$ cat src/hdl/q4dmv_pkg.sv
// Types, constants and floating-point helpers for the q4 dequant matvec block.
package q4dmv_pkg;

	localparam int ROWS_DEF   = 32;
	localparam int BLOCKS_DEF = 8;

	localparam logic [1:0] MODE_ACC   = 2'd0;
	localparam logic [1:0] MODE_FLUSH = 2'd1;
	localparam logic [1:0] MODE_CLEAR = 2'd2;

	localparam logic [31:0] F32_QNAN_DEF = 32'hFFC0_0000;
	localparam logic [30:0] F32_INF_MAG  = 31'h7F80_0000;
	localparam logic [31:0] F32_QUIET    = 32'h0040_0000;

	typedef enum logic [3:0] {
		ST_CLEAR, ST_IDLE, ST_DECODE, ST_FLUSH,
		ST_SUB, ST_SUBN, ST_MUL1, ST_MUL1N, ST_MUL2, ST_MUL2N,
		ST_ADD1, ST_ADD1N, ST_ADD2, ST_ADD2N
	} state_t;

	typedef enum logic [2:0] {OP_SUB, OP_MUL1, OP_MUL2, OP_ADD1, OP_ADD2} op_t;

	typedef struct packed {
		logic sweep;
		logic take;
		logic pre_en;
		op_t  op;
		logic post_en;
		logic part_wr;
		logic sum_wr;
		logic sum_zero;
		logic out_load;
	} cmd_t;

	typedef struct packed {
		logic [1:0] mode;
		logic       ok;
		logic       eoc;
		logic       out_free;
		logic       sweep_last;
	} sts_t;

	// unrounded result between align/add and normalize/round
	typedef struct packed {
		logic               spec;
		logic [31:0]        sval;
		logic               sign;
		logic signed [10:0] e;
		logic [27:0]        m;
	} fpx_t;

	function automatic logic f_is_nan(input logic [31:0] x);
		return (x[30:23] == 8'hFF) && (x[22:0] != 23'd0);
	endfunction

	function automatic logic [15:0] f_bf16(input logic [31:0] x);
		logic [31:0] w;
		w = x + 32'h0000_7FFF + {31'd0, x[16]};
		if (f_is_nan(x))
			return x[31:16] | 16'h0040;
		return w[31:16];
	endfunction

	function automatic logic [31:0] f_int4(input logic [3:0] q);
		logic [1:0]  k;
		logic [22:0] f;
		k = 2'd0;
		if (q[3]) k = 2'd3;
		else if (q[2]) k = 2'd2;
		else if (q[1]) k = 2'd1;
		f = 23'(q) << (5'd23 - {3'd0, k});
		if (q == 4'd0)
			return 32'd0;
		return {1'b0, 8'(8'd127 + {6'd0, k}), f};
	endfunction

	function automatic fpx_t fadd_pre(input logic [31:0] a, input logic [31:0] b);
		fpx_t        r;
		logic [31:0] x, y;
		logic [7:0]  ex, ey, d;
		logic [26:0] ax, ay, sh;
		logic [27:0] sum;
		r = '0;
		x = a;
		y = b;
		if (a[30:0] < b[30:0]) begin
			x = b;
			y = a;
		end
		ex = (x[30:23] == 8'd0) ? 8'd1 : x[30:23];
		ey = (y[30:23] == 8'd0) ? 8'd1 : y[30:23];
		d = ex - ey;
		ax = {(x[30:23] != 8'd0), x[22:0], 3'b000};
		ay = {(y[30:23] != 8'd0), y[22:0], 3'b000};
		if (d >= 8'd27) begin
			sh = {26'd0, |ay};
		end else begin
			sh = ay >> d;
			sh[0] = sh[0] | ((sh << d) != ay);
		end
		if (x[31] == y[31])
			sum = {1'b0, ax} + {1'b0, sh};
		else
			sum = {1'b0, ax} - {1'b0, sh};
		r.sign = (sum == 28'd0) ? (x[31] & y[31]) : x[31];
		r.e = $signed({3'b000, ex});
		r.m = sum;
		if (f_is_nan(a)) begin
			r.spec = 1'b1;
			r.sval = a | F32_QUIET;
		end else if (f_is_nan(b)) begin
			r.spec = 1'b1;
			r.sval = b | F32_QUIET;
		end else if (a[30:0] == F32_INF_MAG && b[30:0] == F32_INF_MAG && a[31] != b[31]) begin
			r.spec = 1'b1;
			r.sval = F32_QNAN_DEF;
		end else if (a[30:0] == F32_INF_MAG) begin
			r.spec = 1'b1;
			r.sval = a;
		end else if (b[30:0] == F32_INF_MAG) begin
			r.spec = 1'b1;
			r.sval = b;
		end
		return r;
	endfunction

	// operands carry bf16 values: only the top 7 fraction bits are nonzero
	function automatic fpx_t fmul_pre(input logic [31:0] a, input logic [31:0] b);
		fpx_t               r;
		logic [7:0]         ea, eb, ma, mb;
		logic [15:0]        p;
		logic signed [10:0] e, sft;
		logic [27:0]        m, m2;
		logic               az, bz, ai, bi;
		r = '0;
		ea = (a[30:23] == 8'd0) ? 8'd1 : a[30:23];
		eb = (b[30:23] == 8'd0) ? 8'd1 : b[30:23];
		ma = {(a[30:23] != 8'd0), a[22:16]};
		mb = {(b[30:23] != 8'd0), b[22:16]};
		p = ma * mb;
		e = $signed({3'b000, ea}) + $signed({3'b000, eb}) - 11'sd127;
		m = {p, 12'd0};
		sft = 11'sd1 - e;
		if (e < 11'sd1) begin
			if (sft >= 11'sd28) begin
				m = {27'd0, |m};
			end else begin
				m2 = m >> sft[4:0];
				m = m2 | {27'd0, ((m2 << sft[4:0]) != m)};
			end
			e = 11'sd1;
		end
		r.sign = a[31] ^ b[31];
		r.e = e;
		r.m = m;
		az = (a[30:0] == 31'd0);
		bz = (b[30:0] == 31'd0);
		ai = (a[30:0] == F32_INF_MAG);
		bi = (b[30:0] == F32_INF_MAG);
		if (f_is_nan(a)) begin
			r.spec = 1'b1;
			r.sval = a | F32_QUIET;
		end else if (f_is_nan(b)) begin
			r.spec = 1'b1;
			r.sval = b | F32_QUIET;
		end else if ((ai && bz) || (bi && az)) begin
			r.spec = 1'b1;
			r.sval = F32_QNAN_DEF;
		end else if (ai || bi) begin
			r.spec = 1'b1;
			r.sval = {r.sign, F32_INF_MAG};
		end else if (az || bz) begin
			r.spec = 1'b1;
			r.sval = {r.sign, 31'd0};
		end
		return r;
	endfunction

	// normalize and round to nearest even
	function automatic logic [31:0] fpost(input fpx_t x);
		logic signed [10:0] e, lim;
		logic [27:0]        m;
		logic [4:0]         lz, sh;
		logic               found, up;
		logic [24:0]        mr;
		e = x.e;
		m = x.m;
		if (m[27]) begin
			m = {1'b0, m[27:2], m[1] | m[0]};
			e = e + 11'sd1;
		end
		lz = 5'd0;
		found = 1'b0;
		for (int i = 26; i >= 0; i--) begin
			if (!found) begin
				if (m[i]) found = 1'b1;
				else lz = lz + 5'd1;
			end
		end
		lim = e - 11'sd1;
		sh = (lim < $signed({6'd0, lz})) ? lim[4:0] : lz;
		m = m << sh;
		e = e - $signed({6'd0, sh});
		up = m[2] & (m[1] | m[0] | m[3]);
		mr = {1'b0, m[26:3]} + {24'd0, up};
		if (mr[24]) begin
			mr = {1'b0, mr[24:1]};
			e = e + 11'sd1;
		end
		if (x.spec)
			return x.sval;
		if (x.m == 28'd0)
			return {x.sign, 31'd0};
		if (e >= 11'sd255)
			return {x.sign, F32_INF_MAG};
		return {x.sign, (mr[23] ? e[7:0] : 8'h00), mr[22:0]};
	endfunction

endpackage

$ cat src/hdl/q4dmv_ctrl.sv
// Sequencer for sweep, decode, flush and the accumulate arithmetic steps.
module q4dmv_ctrl (
	input  logic               clk,
	input  logic               arst_n,
	input  logic               in_valid,
	output logic               in_ready,
	input  q4dmv_pkg::sts_t    sts,
	output q4dmv_pkg::cmd_t    cmd
);
	import q4dmv_pkg::*;

	state_t state_q, state_d;

	always_ff @(posedge clk or negedge arst_n) begin
		if (!arst_n)
			state_q <= ST_CLEAR;
		else
			state_q <= state_d;
	end

	always_comb begin
		state_d = state_q;
		cmd = '0;
		cmd.op = OP_SUB;
		in_ready = 1'b0;
		case (state_q)
			ST_CLEAR: begin
				cmd.sweep = 1'b1;
				if (sts.sweep_last) state_d = ST_IDLE;
			end
			ST_IDLE: begin
				in_ready = 1'b1;
				if (in_valid) begin
					cmd.take = 1'b1;
					state_d = ST_DECODE;
				end
			end
			ST_DECODE: begin
				state_d = ST_IDLE;
				if (sts.ok) begin
					case (sts.mode)
						MODE_ACC:   state_d = ST_SUB;
						MODE_FLUSH: state_d = ST_FLUSH;
						MODE_CLEAR: begin
							cmd.sum_wr = 1'b1;
							cmd.sum_zero = 1'b1;
						end
						default: state_d = ST_IDLE;
					endcase
				end
			end
			ST_FLUSH: begin
				if (sts.out_free) begin
					cmd.out_load = 1'b1;
					cmd.sum_wr = 1'b1;
					cmd.sum_zero = 1'b1;
					state_d = ST_IDLE;
				end
			end
			ST_SUB: begin
				cmd.pre_en = 1'b1;
				cmd.op = OP_SUB;
				state_d = ST_SUBN;
			end
			ST_SUBN: begin
				cmd.post_en = 1'b1;
				state_d = ST_MUL1;
			end
			ST_MUL1: begin
				cmd.pre_en = 1'b1;
				cmd.op = OP_MUL1;
				state_d = ST_MUL1N;
			end
			ST_MUL1N: begin
				cmd.post_en = 1'b1;
				state_d = ST_MUL2;
			end
			ST_MUL2: begin
				cmd.pre_en = 1'b1;
				cmd.op = OP_MUL2;
				state_d = ST_MUL2N;
			end
			ST_MUL2N: begin
				cmd.post_en = 1'b1;
				state_d = ST_ADD1;
			end
			ST_ADD1: begin
				cmd.pre_en = 1'b1;
				cmd.op = OP_ADD1;
				state_d = ST_ADD1N;
			end
			ST_ADD1N: begin
				cmd.post_en = 1'b1;
				cmd.part_wr = 1'b1;
				state_d = sts.eoc ? ST_ADD2 : ST_IDLE;
			end
			ST_ADD2: begin
				cmd.pre_en = 1'b1;
				cmd.op = OP_ADD2;
				state_d = ST_ADD2N;
			end
			ST_ADD2N: begin
				cmd.sum_wr = 1'b1;
				state_d = ST_IDLE;
			end
			default: state_d = ST_IDLE;
		endcase
	end

endmodule

$ cat config.mk
export PLATFORM = sky130hd
export DESIGN_NAME = q4dmv_ctrl
export DESIGN_NICKNAME = d
export VERILOG_FILES = /design/src/hdl/q4dmv_pkg.sv /design/src/hdl/q4dmv_ctrl.sv
export SDC_FILE = /design/constraint.sdc
export NUM_CORES = 1
export LEC_CHECK = 0
export BUFFER_PORTS_ARGS = -buffer_cell sky130_fd_sc_hd__clkbuf_2
export CAP_MARGIN = 5
export CORE_AREA = 2 2 39 41
export DETAILED_ROUTE_END_ITERATION = 8
export DIE_AREA = 0 0 41 43
export PLACE_DENSITY = 0.6
export SETUP_SLACK_MARGIN = 0.15
export SYNTH_ARGS = -nofsm -noshare
export SYNTH_HDL_FRONTEND = slang
export SYNTH_SLANG_ARGS = --single-unit
$ cat constraint.sdc
create_clock -name clk -period 4.6 [get_ports clk]
set_clock_uncertainty 0.15 [all_clocks]
set_input_delay 0.23 -clock clk [delete_from_list [all_inputs] [get_ports clk]]
set_output_delay 0.23 -clock clk [all_outputs]
set_load 0.1 [all_outputs]
==> results.toml, run 1 <==
[synthesis]
ys_ff_latch = 4
syn-cell-area_um2 = 437
synth_compound_area_share_pct = 24.6
synth_top_family_by_area = "simple AND/OR/NAND/NOR gates"
syn_nets = 70
yosysSeqAreaShare_pct = 22.9
ys.warnings.count = 0
syn_avg_cell_area_um2 = 7.16
ys_types = 28
synthAdderAreaFrac_pct = 0
synthMuxAreaShare_pct = 0
netlist_instances = 61
synthXorXnorAreaFrac_pct = 2.01
synth_simple_gate_area_share_pct = 36.7

[floorplan]
ios = 21
initial_core_util_pct = 31.6
die_area_mm2 = 0.00176
die_y_um = 43
design.core.area_mm2 = 0.00138
rows = 14
die_w_um = 41

[final_layout]
largest-register = "state_q"
area_growth_pct = 23.8
reg_top3 = "state_q (4)"
fin_util_pct = 39.1
num_antenna_cells = 0
largest_reg_flops = 4
layout.nets = 90
drive_gt1_share_pct = 32.9

[global_routing]
grt_overflow = 0
track_usage_pct = 13.8
grt_pass1_vias = 384
grt_pass1_wl_mm = 1.64
antenna_found_initial = 0
grt_max_degree = 19

[clock_tree]
clk_pin_slew_ns = 0.04
clock_sinks = 4
cts_tree = "yes"
cts.htree.levels = 1
root_buffer = "clkbuf_4"
clockBufferDepth = 2
clkLatencyLatePin_ns = 0.24
cts_buffers = 3

[detailed_routing]
ant_nets = 0
num_vias = 487
wl_per_cell_um = 11.3
wirelength_mm = 1.08
drt_first_pass_iters = 4
drc_errors = 0
viasPerCell = 5.13
drt-initial-drc-count = 9

[sta]
hold_viol_final = 0
fin_setup_tns_ns = 0
rsz0062_at_grt = "no"
period_needed_ns = 2.29
finalCritPeriodShare_pct = 49.8
max_freq_mhz = 437
final-setup-viol-count = 0
worst-slew-pin-transition_ns = 0.542
drv_slew = 0
max-slew-margin-rel_pct = 64.0

[critical_path]
cp-start-kind = "flop"
crit_type = "reg2out"
required_ns = 4.22
crit_path_max_fanout = 18
worstPathCellList = "nand4b_1, o21ai_1, o21bai_1, clkbuf_2"
rrSetupSlack_ns = 3.00
critPathMaxStageDelay_ns = 0.55
cp.arrival_ns = 1.91
critPathSlowestCell = "dfrtp_1"
worst_setup_path_end_kind = "output port"

[flow_run]
cap_viol_max_count = 0

[place]
dp_hpwl_um = 807
portBuffers = 20
place.gp.congestion = 0.790

[worst_hold_path]
hp-class = "in2reg"

[run_status]
status = "finished, final reports clean"
## cell usage in the layout (no fill, tap or decap), types with 2 or more instances in the layout
| cell | count |
|---|---|
| nand2_1 | 6 |
| a21oi_1 | 4 |
| nor2_1 | 8 |
| dfrtp_1 | 4 |
| nor2b_1 | 2 |
| clkbuf_2 | 20 |
| o21ai_0 | 3 |
| and3_1 | 2 |
| nor3_1 | 4 |
| inv_1 | 3 |
| clkbuf_4 | 3 |
| nand2b_1 | 3 |
## metrics by stage
step	cells	worst slack, ns	cell area, um^2	hold WS [ns]
after floorplan	61	1.12	437	-0.216
after global placement	91	2.59	508	-0.111
after detailed placement	91	2.55	508	-0.109
after CTS	95	2.30	541	0.0944
after global routing	95	2.15	541	0.113
final	95	2.31	541	0.102
## final timing paths
path,start,to,cells past startpoint
max,state_q[0],cmd[2],4
min,sts[2],state_q[2],3
max reg2reg,state_q[0],state_q[0],4
min reg2reg,state_q[2],state_q[3],2
max in group asynchronous,arst_n,state_q[1],2
min in group asynchronous,arst_n,state_q[3],2
## layout make-up
class | instances | area (um^2)
Tap cell | 16 | 20.0
Clock buffer | 3 | 22.5
Fill cell | 157 | 843
Sequential cell | 4 | 100
Multi-Input combinational cell | 48 | 277
Inverter | 3 | 11.3
Timing Repair Buffer | 21 | 110
## cells by family after synthesis
family                    after synthesis
AOI/OAI and AO/OA                      16
and+or+nand+nor                        31
DFF                                     4
buffers and inverters                   9
xor gates and xnor gates                1
## layer usage
metal | track usage [%] | up-vias | part of all wire [%]
li1 | - | 249 | -
met1 | 21.2 | 224 | 49
met2 | 16.9 | 14 | 45
met3 | 7.85 | 0 | 5.8
met4 | 2.00 | 0 | 0
met5 | 0 | - | 0
## Yosys cell counts, drive strengths merged
cell	instances	area [um^2]
a211oi	2	20.0
a21o	1	7.51
a21oi	5	28.8
a31oi	1	6.26
and3	2	12.5
buf	6	48.8
dfrtp	4	100
inv	3	11.3
nand2	6	22.5
nand2b	3	18.8
nand3	1	5.00
nand4	1	6.26
nand4b	1	8.76
nor2	9	41.3
nor2b	2	12.5
nor3	4	20.0
nor4	1	6.26
o21ai	4	20.0
o21bai	1	7.51
o311ai	1	8.76
o32ai	1	8.76
or2	1	6.26
xnor2	1	8.76
## what timing repair did
action,CTS,global route
setup endpoints to repair,0,0
hold endpoints to repair,4,0
buffers inserted,0,0
hold buffers,1,0
gates resized for setup,0,0
## worst max-delay path: cells and delay by family (launching register included)
kind,cells,cell delay (ns)
flops,1,0.55
buf+inv,1,0.47
simple gates,1,0.32
compound gates,2,0.32
Power of run 1 is not shown: default switching activity piles up to over one toggle a cycle in this logic, so the estimate is an artifact.
==> inputs of run 2 (changes only) <==
clock period = 2.37 ns   (was 4.6 ns; I/O delays follow)
==> results.toml, run 2 (synthesized netlist as in run 1, its figures left out) <==
[global_routing]
grt_overflow = 0
grt_pass1_wl_mm = 1.85
grt_max_degree = 15
grt_pass1_vias = 397
antenna_found_initial = 0
track_usage_pct = 16.0

[flow_run]
cap_viol_max_count = 0

[sta]
rsz0062_at_grt = "no"
period_needed_ns = 2.03
finalCritPeriodShare_pct = 85.5
worst-slew-pin-transition_ns = 0.542
max_freq_mhz = 493
hold_slack_ns = 0.00908
hold_viol_final = 0
final-setup-viol-count = 0
max-slew-margin-rel_pct = 64.0
drv_slew = 0

[final_layout]
reg_top3 = "state_q (4)"
area_growth_pct = 35.2
largest_reg_flops = 4
layout.nets = 92
largest-register = "state_q"
drive_gt1_share_pct = 43.2
mostFrequentLayoutCells = "clkbuf_2 (19), nand2_1 (6), nor2_1 (6)"
fin_area_um2 = 591
final_common_cell = "clkbuf_2"
num_antenna_cells = 0
n_fill_cell = 154

[detailed_routing]
wirelength_mm = 1.16
drt-initial-drc-count = 19
num_vias = 506
ant_nets = 0
drt_first_pass_iters = 4
drc_errors = 0
wl_per_cell_um = 11.9
viasPerCell = 5.22

[critical_path]
rrSetupSlack_ns = 0.79
crit_path_max_fanout = 10
worst_setup_path_end_kind = "output port"
critPathMaxStageDelay_ns = 0.48
r2r-start = "state_q[2]"
cp.arrival_ns = 1.76
cp-start-kind = "flop"
critPathSlowestCell = "dfrtp_1"
worstPathCellList = "nor2_4, nand4b_1, o21ai_2, clkbuf_2"
r2r-end = "state_q[1]"
crit_type = "reg2out"
reg2regPathDepth = 4
required_ns = 2.10

[clock_tree]
cts.htree.levels = 1
clockBufferDepth = 2
post-cts-setup-buffers = 0
clk_pin_slew_ns = 0.03
root_buffer = "clkbuf_4"
cts_buffers = 3
clock_sinks = 4
cts_tree = "yes"
clkLatencyLatePin_ns = 0.24

[floorplan]
rows = 14
design.core.area_mm2 = 0.00138
die_w_um = 41
die_area_mm2 = 0.00176
die_y_um = 43
ios = 21
initial_core_util_pct = 31.6

[worst_hold_path]
hold_path_depth = 3
min_to = "state_q[2]"
hp-class = "in2reg"
hold_path_startpoint = "sts[2]"

[run_status]
status = "finished, final reports clean"

[place]
place.gp.congestion = 0.826
portBuffers = 20
dp_hpwl_um = 896
place_area_um2 = 556
[run 2: area by class of cell]
type	instances	area (um^2)	area share (%)
clock buffer	3	22.5	3.81
tap	16	20.0	3.39
timing repair buffer	23	128	21.6
sequential	4	100	16.9
inverter	3	11.3	1.91
multi-input combinational	48	309	52.3
[run 2: through the flow]
step	utilization [%]	setup WS, ns	setup TNS (ns)	cells
6_report	42.7	0.343	0	97
5_1_grt	42.7	0.225	0	97
4_1_cts	42.5	0.217	0	97
3_5_place_dp	40.1	0.471	0	93
3_3_place_gp	40.1	0.513	0	93
2_1_floorplan	-	-0.463	-0.463	61
[run 2: worst max-delay path by stage]
stage	startpoint	to	cells after the start
floorplan	state_q[2]	cmd[2]	5
global placement	state_q[2]	cmd[2]	5
detailed placement	state_q[2]	cmd[2]	5
CTS	state_q[2]	cmd[2]	5
global route	state_q[2]	cmd[1]	4
finish	state_q[2]	cmd[1]	4
[run 2: what timing repair did]
item / 4_1_cts / 5_1_grt
endpoints found under the hold margin: 4 / 0
endpoints found under the setup margin: 0 / 1
hold buffers: 1 / 0
gates resized for setup: 0 / 2
[run 2: per-layer routing]
layer	routed length [um]	vias to the layer above	global-route usage (%)
li1	-	258	-
met1	567	233	23.6
met2	489	15	19.4
met3	101	0	9.42
met4	0	0	4.00
met5	0	-	0
[run 2: critical path, delay by kind of cell (launching register included)]
| kind | cells | cell delay (ns) |
|---|---|---|
| DFF | 1 | 0.48 |
| buffers and inverters | 1 | 0.47 |
| and+or+nand+nor | 2 | 0.37 |
| AOI/OAI and AO/OA | 1 | 0.19 |
Power of run 2 is left out for the same reason.
==> inputs of run 3 (changes only) <==
ABC_AREA = 1   (was unset)
GPL_TIMING_DRIVEN = 0   (was unset)
PLACE_DENSITY = 0.59   (was 0.6)
==> results.toml, run 3 <==
[run_status]
status = "finished, final reports clean"

[critical_path]
cp.arrival_ns = 1.74
startpoint = "state_q[0]"
worstPathCellList = "inv_1, nand2_1, nor2_4, nand4_1, nand3_2, clkbuf_2"
critPathSlowestCell = "clkbuf_2"
required_ns = 2.10
rrSetupSlack_ns = 1.00
crit_path_max_fanout = 5
r2r-end = "state_q[0]"
crit_type = "reg2out"
cp-start-kind = "flop"
r2r-start = "state_q[0]"
critPathMaxStageDelay_ns = 0.45
worst_setup_path_end_kind = "output port"
reg2regPathDepth = 6

[global_routing]
track_usage_pct = 14.1
grt_pass1_vias = 463
grt_overflow = 0
antenna_found_initial = 0
grt_pass1_wl_mm = 1.70
grt_max_degree = 8

[place]
dp_hpwl_um = 885
place_area_um2 = 559
dpl.cell_count = 114
portBuffers = 20
place.gp.congestion = 0.756

[floorplan]
die_w_um = 41
ios = 21
die_area_mm2 = 0.00176
die_y_um = 43
initial_core_util_pct = 30.5
design.core.area_mm2 = 0.00138
rows = 14

[final_layout]
num_antenna_cells = 0
fin_area_um2 = 592
fin_util_pct = 42.8
drive_gt1_share_pct = 30.4
largest_reg_flops = 4
layout.cells.non_filler = 118
final_common_cell = "nand2_1"
area_growth_pct = 40.4
largest-register = "state_q"
reg_top3 = "state_q (4)"
mostFrequentLayoutCells = "nand2_1 (22), inv_1 (20), clkbuf_2 (20), nor2_1 (10), nand3_1 (9)"
layout.nets = 113

[detailed_routing]
wirelength_mm = 1.05
viasPerCell = 4.61
drc_errors = 0
drt-initial-drc-count = 8
drt_first_pass_iters = 4
num_vias = 544
wl_per_cell_um = 8.92
ant_nets = 0

[synthesis]
syn_avg_cell_area_um2 = 5.41
yosys.area.top_type = "dfrtp_1"
synthAdderAreaFrac_pct = 0
async_flop_share_pct = 100
synth_simple_gate_area_share_pct = 52.8
yosys_most_used_dff = "dfrtp_1"
netlist.area_leader.share_pct = 23.7
synthMuxAreaShare_pct = 0
synth_top_family_by_area = "simple AND/OR/NAND/NOR gates"
synthTopCellsByCount = "nand2_1 (23), inv_1 (20), nor2_1 (12)"
synth_compound_area_share_pct = 4.75
synthTopCellsByArea = "dfrtp_1 (24%), nand2_1 (20%), inv_1 (18%), nand3_1 (12%), nor2_1 (11%)"
syn_nets = 87
syn-cell-area_um2 = 422
ys.warnings.count = 0
yosysMostFrequentCell = "nand2_1"
ys_types = 11
yosysSeqAreaShare_pct = 23.7
ys_ff_latch = 4
synthXorXnorAreaFrac_pct = 0
netlist_instances = 78
synth_edf_count = 0

[clock_tree]
clock_sinks = 4
clkLatencyLatePin_ns = 0.24
post-cts-setup-buffers = 0
clk_pin_slew_ns = 0.03
cts_buffers = 3
root_buffer = "clkbuf_4"
cts.htree.levels = 1
cts_tree = "yes"
clockBufferDepth = 2

[sta]
drv_slew = 0
fin_setup_tns_ns = 0
period_needed_ns = 2.01
max-slew-margin-rel_pct = 64.0
worst-slew-pin-transition_ns = 0.542
finalCritPeriodShare_pct = 84.7
hold_slack_ns = 0.0592
hold_viol_final = 0
final-setup-viol-count = 0
max_freq_mhz = 498
rsz0062_at_grt = "no"

[power_and_ir_drop]
peakVddDrop_mv = 0.927
power.density_mw_per_mm2 = 1520
p_leak_nw = 0.405

[worst_hold_path]
min_to = "state_q[1]"
hp-class = "in2reg"
hold_path_startpoint = "sts[1]"
hold_path_depth = 4

[flow_run]
cap_viol_max_count = 0
## run 3: cell count changes after synthesis, moves of 4 or more
cell     change
nor3_1       -4
nor2_1       +4
inv_1       +17
nand2_1     +17
nand3_1      +9
## run 3: critical path: cells and delay by family (launching register included)
| kind | cells | cell delay (ns) |
|---|---|---|
| buffers and inverters | 2 | 0.58 |
| flip-flops | 1 | 0.42 |
| AND/OR/NAND/NOR | 4 | 0.51 |
## run 3: cell families (layout without fill, tap and decap cells)
| family | after synthesis | after routing |
|---|---|---|
| and+or+nand+nor | 50 | 50 |
| buffers and inverters | 21 | 45 |
| DFF | 4 | 4 |
| AOI/OAI and AO/OA | 3 | 3 |
## run 3: worst max-delay path by stage
stage	endpoint	cells past startpoint	slack (ns)
global route	cmd[2]	6	0.23
floorplan	cmd[4]	5	0.15
global placement	cmd[2]	6	0.62
finish	cmd[2]	6	0.36
detailed placement	cmd[2]	6	0.61
CTS	cmd[2]	6	0.35
## run 3: stage by stage
step,setup slack [ns],total power [W]
floorplan,0.151,0.000717
global placement,0.624,0.000814
detailed placement,0.612,0.000817
CTS,0.355,0.000906
global route,0.232,0.000957
finish,0.363,0.000899
## run 3: layout make-up
| cell class | instances | area [um^2] |
|---|---|---|
| Fill cell | 156 | 792 |
| Inverter | 21 | 78.8 |
| Tap cell | 16 | 20.0 |
| Multi-Input combinational cell | 53 | 260 |
| Clock buffer | 3 | 22.5 |
| Sequential cell | 4 | 100 |
| Timing Repair Buffer | 21 | 110 |
## run 3: report_power, final
part	switching [W]	total (W)	internal, W
logic	0.000565	0.000690	0.000125
registers	0.0000309	0.000124	0.0000927
clock network	0.0000288	0.0000855	0.0000567
total	0.000625	0.000899	0.000275
## run 3: repair_timing
| action | in CTS | in global routing |
|---|---|---|
| hold buffers | 1 | 0 |
| hold endpoints to repair | 4 | 0 |
| resized for setup | 0 | 0 |
## run 3: routing by layer
metal	GRT usage, %	wire length, um
met5	0	0
met2	21.6	531
met1	17.2	441
met4	4.00	6
met3	6.28	73
Note: power is estimated with default switching activity, not from simulation.
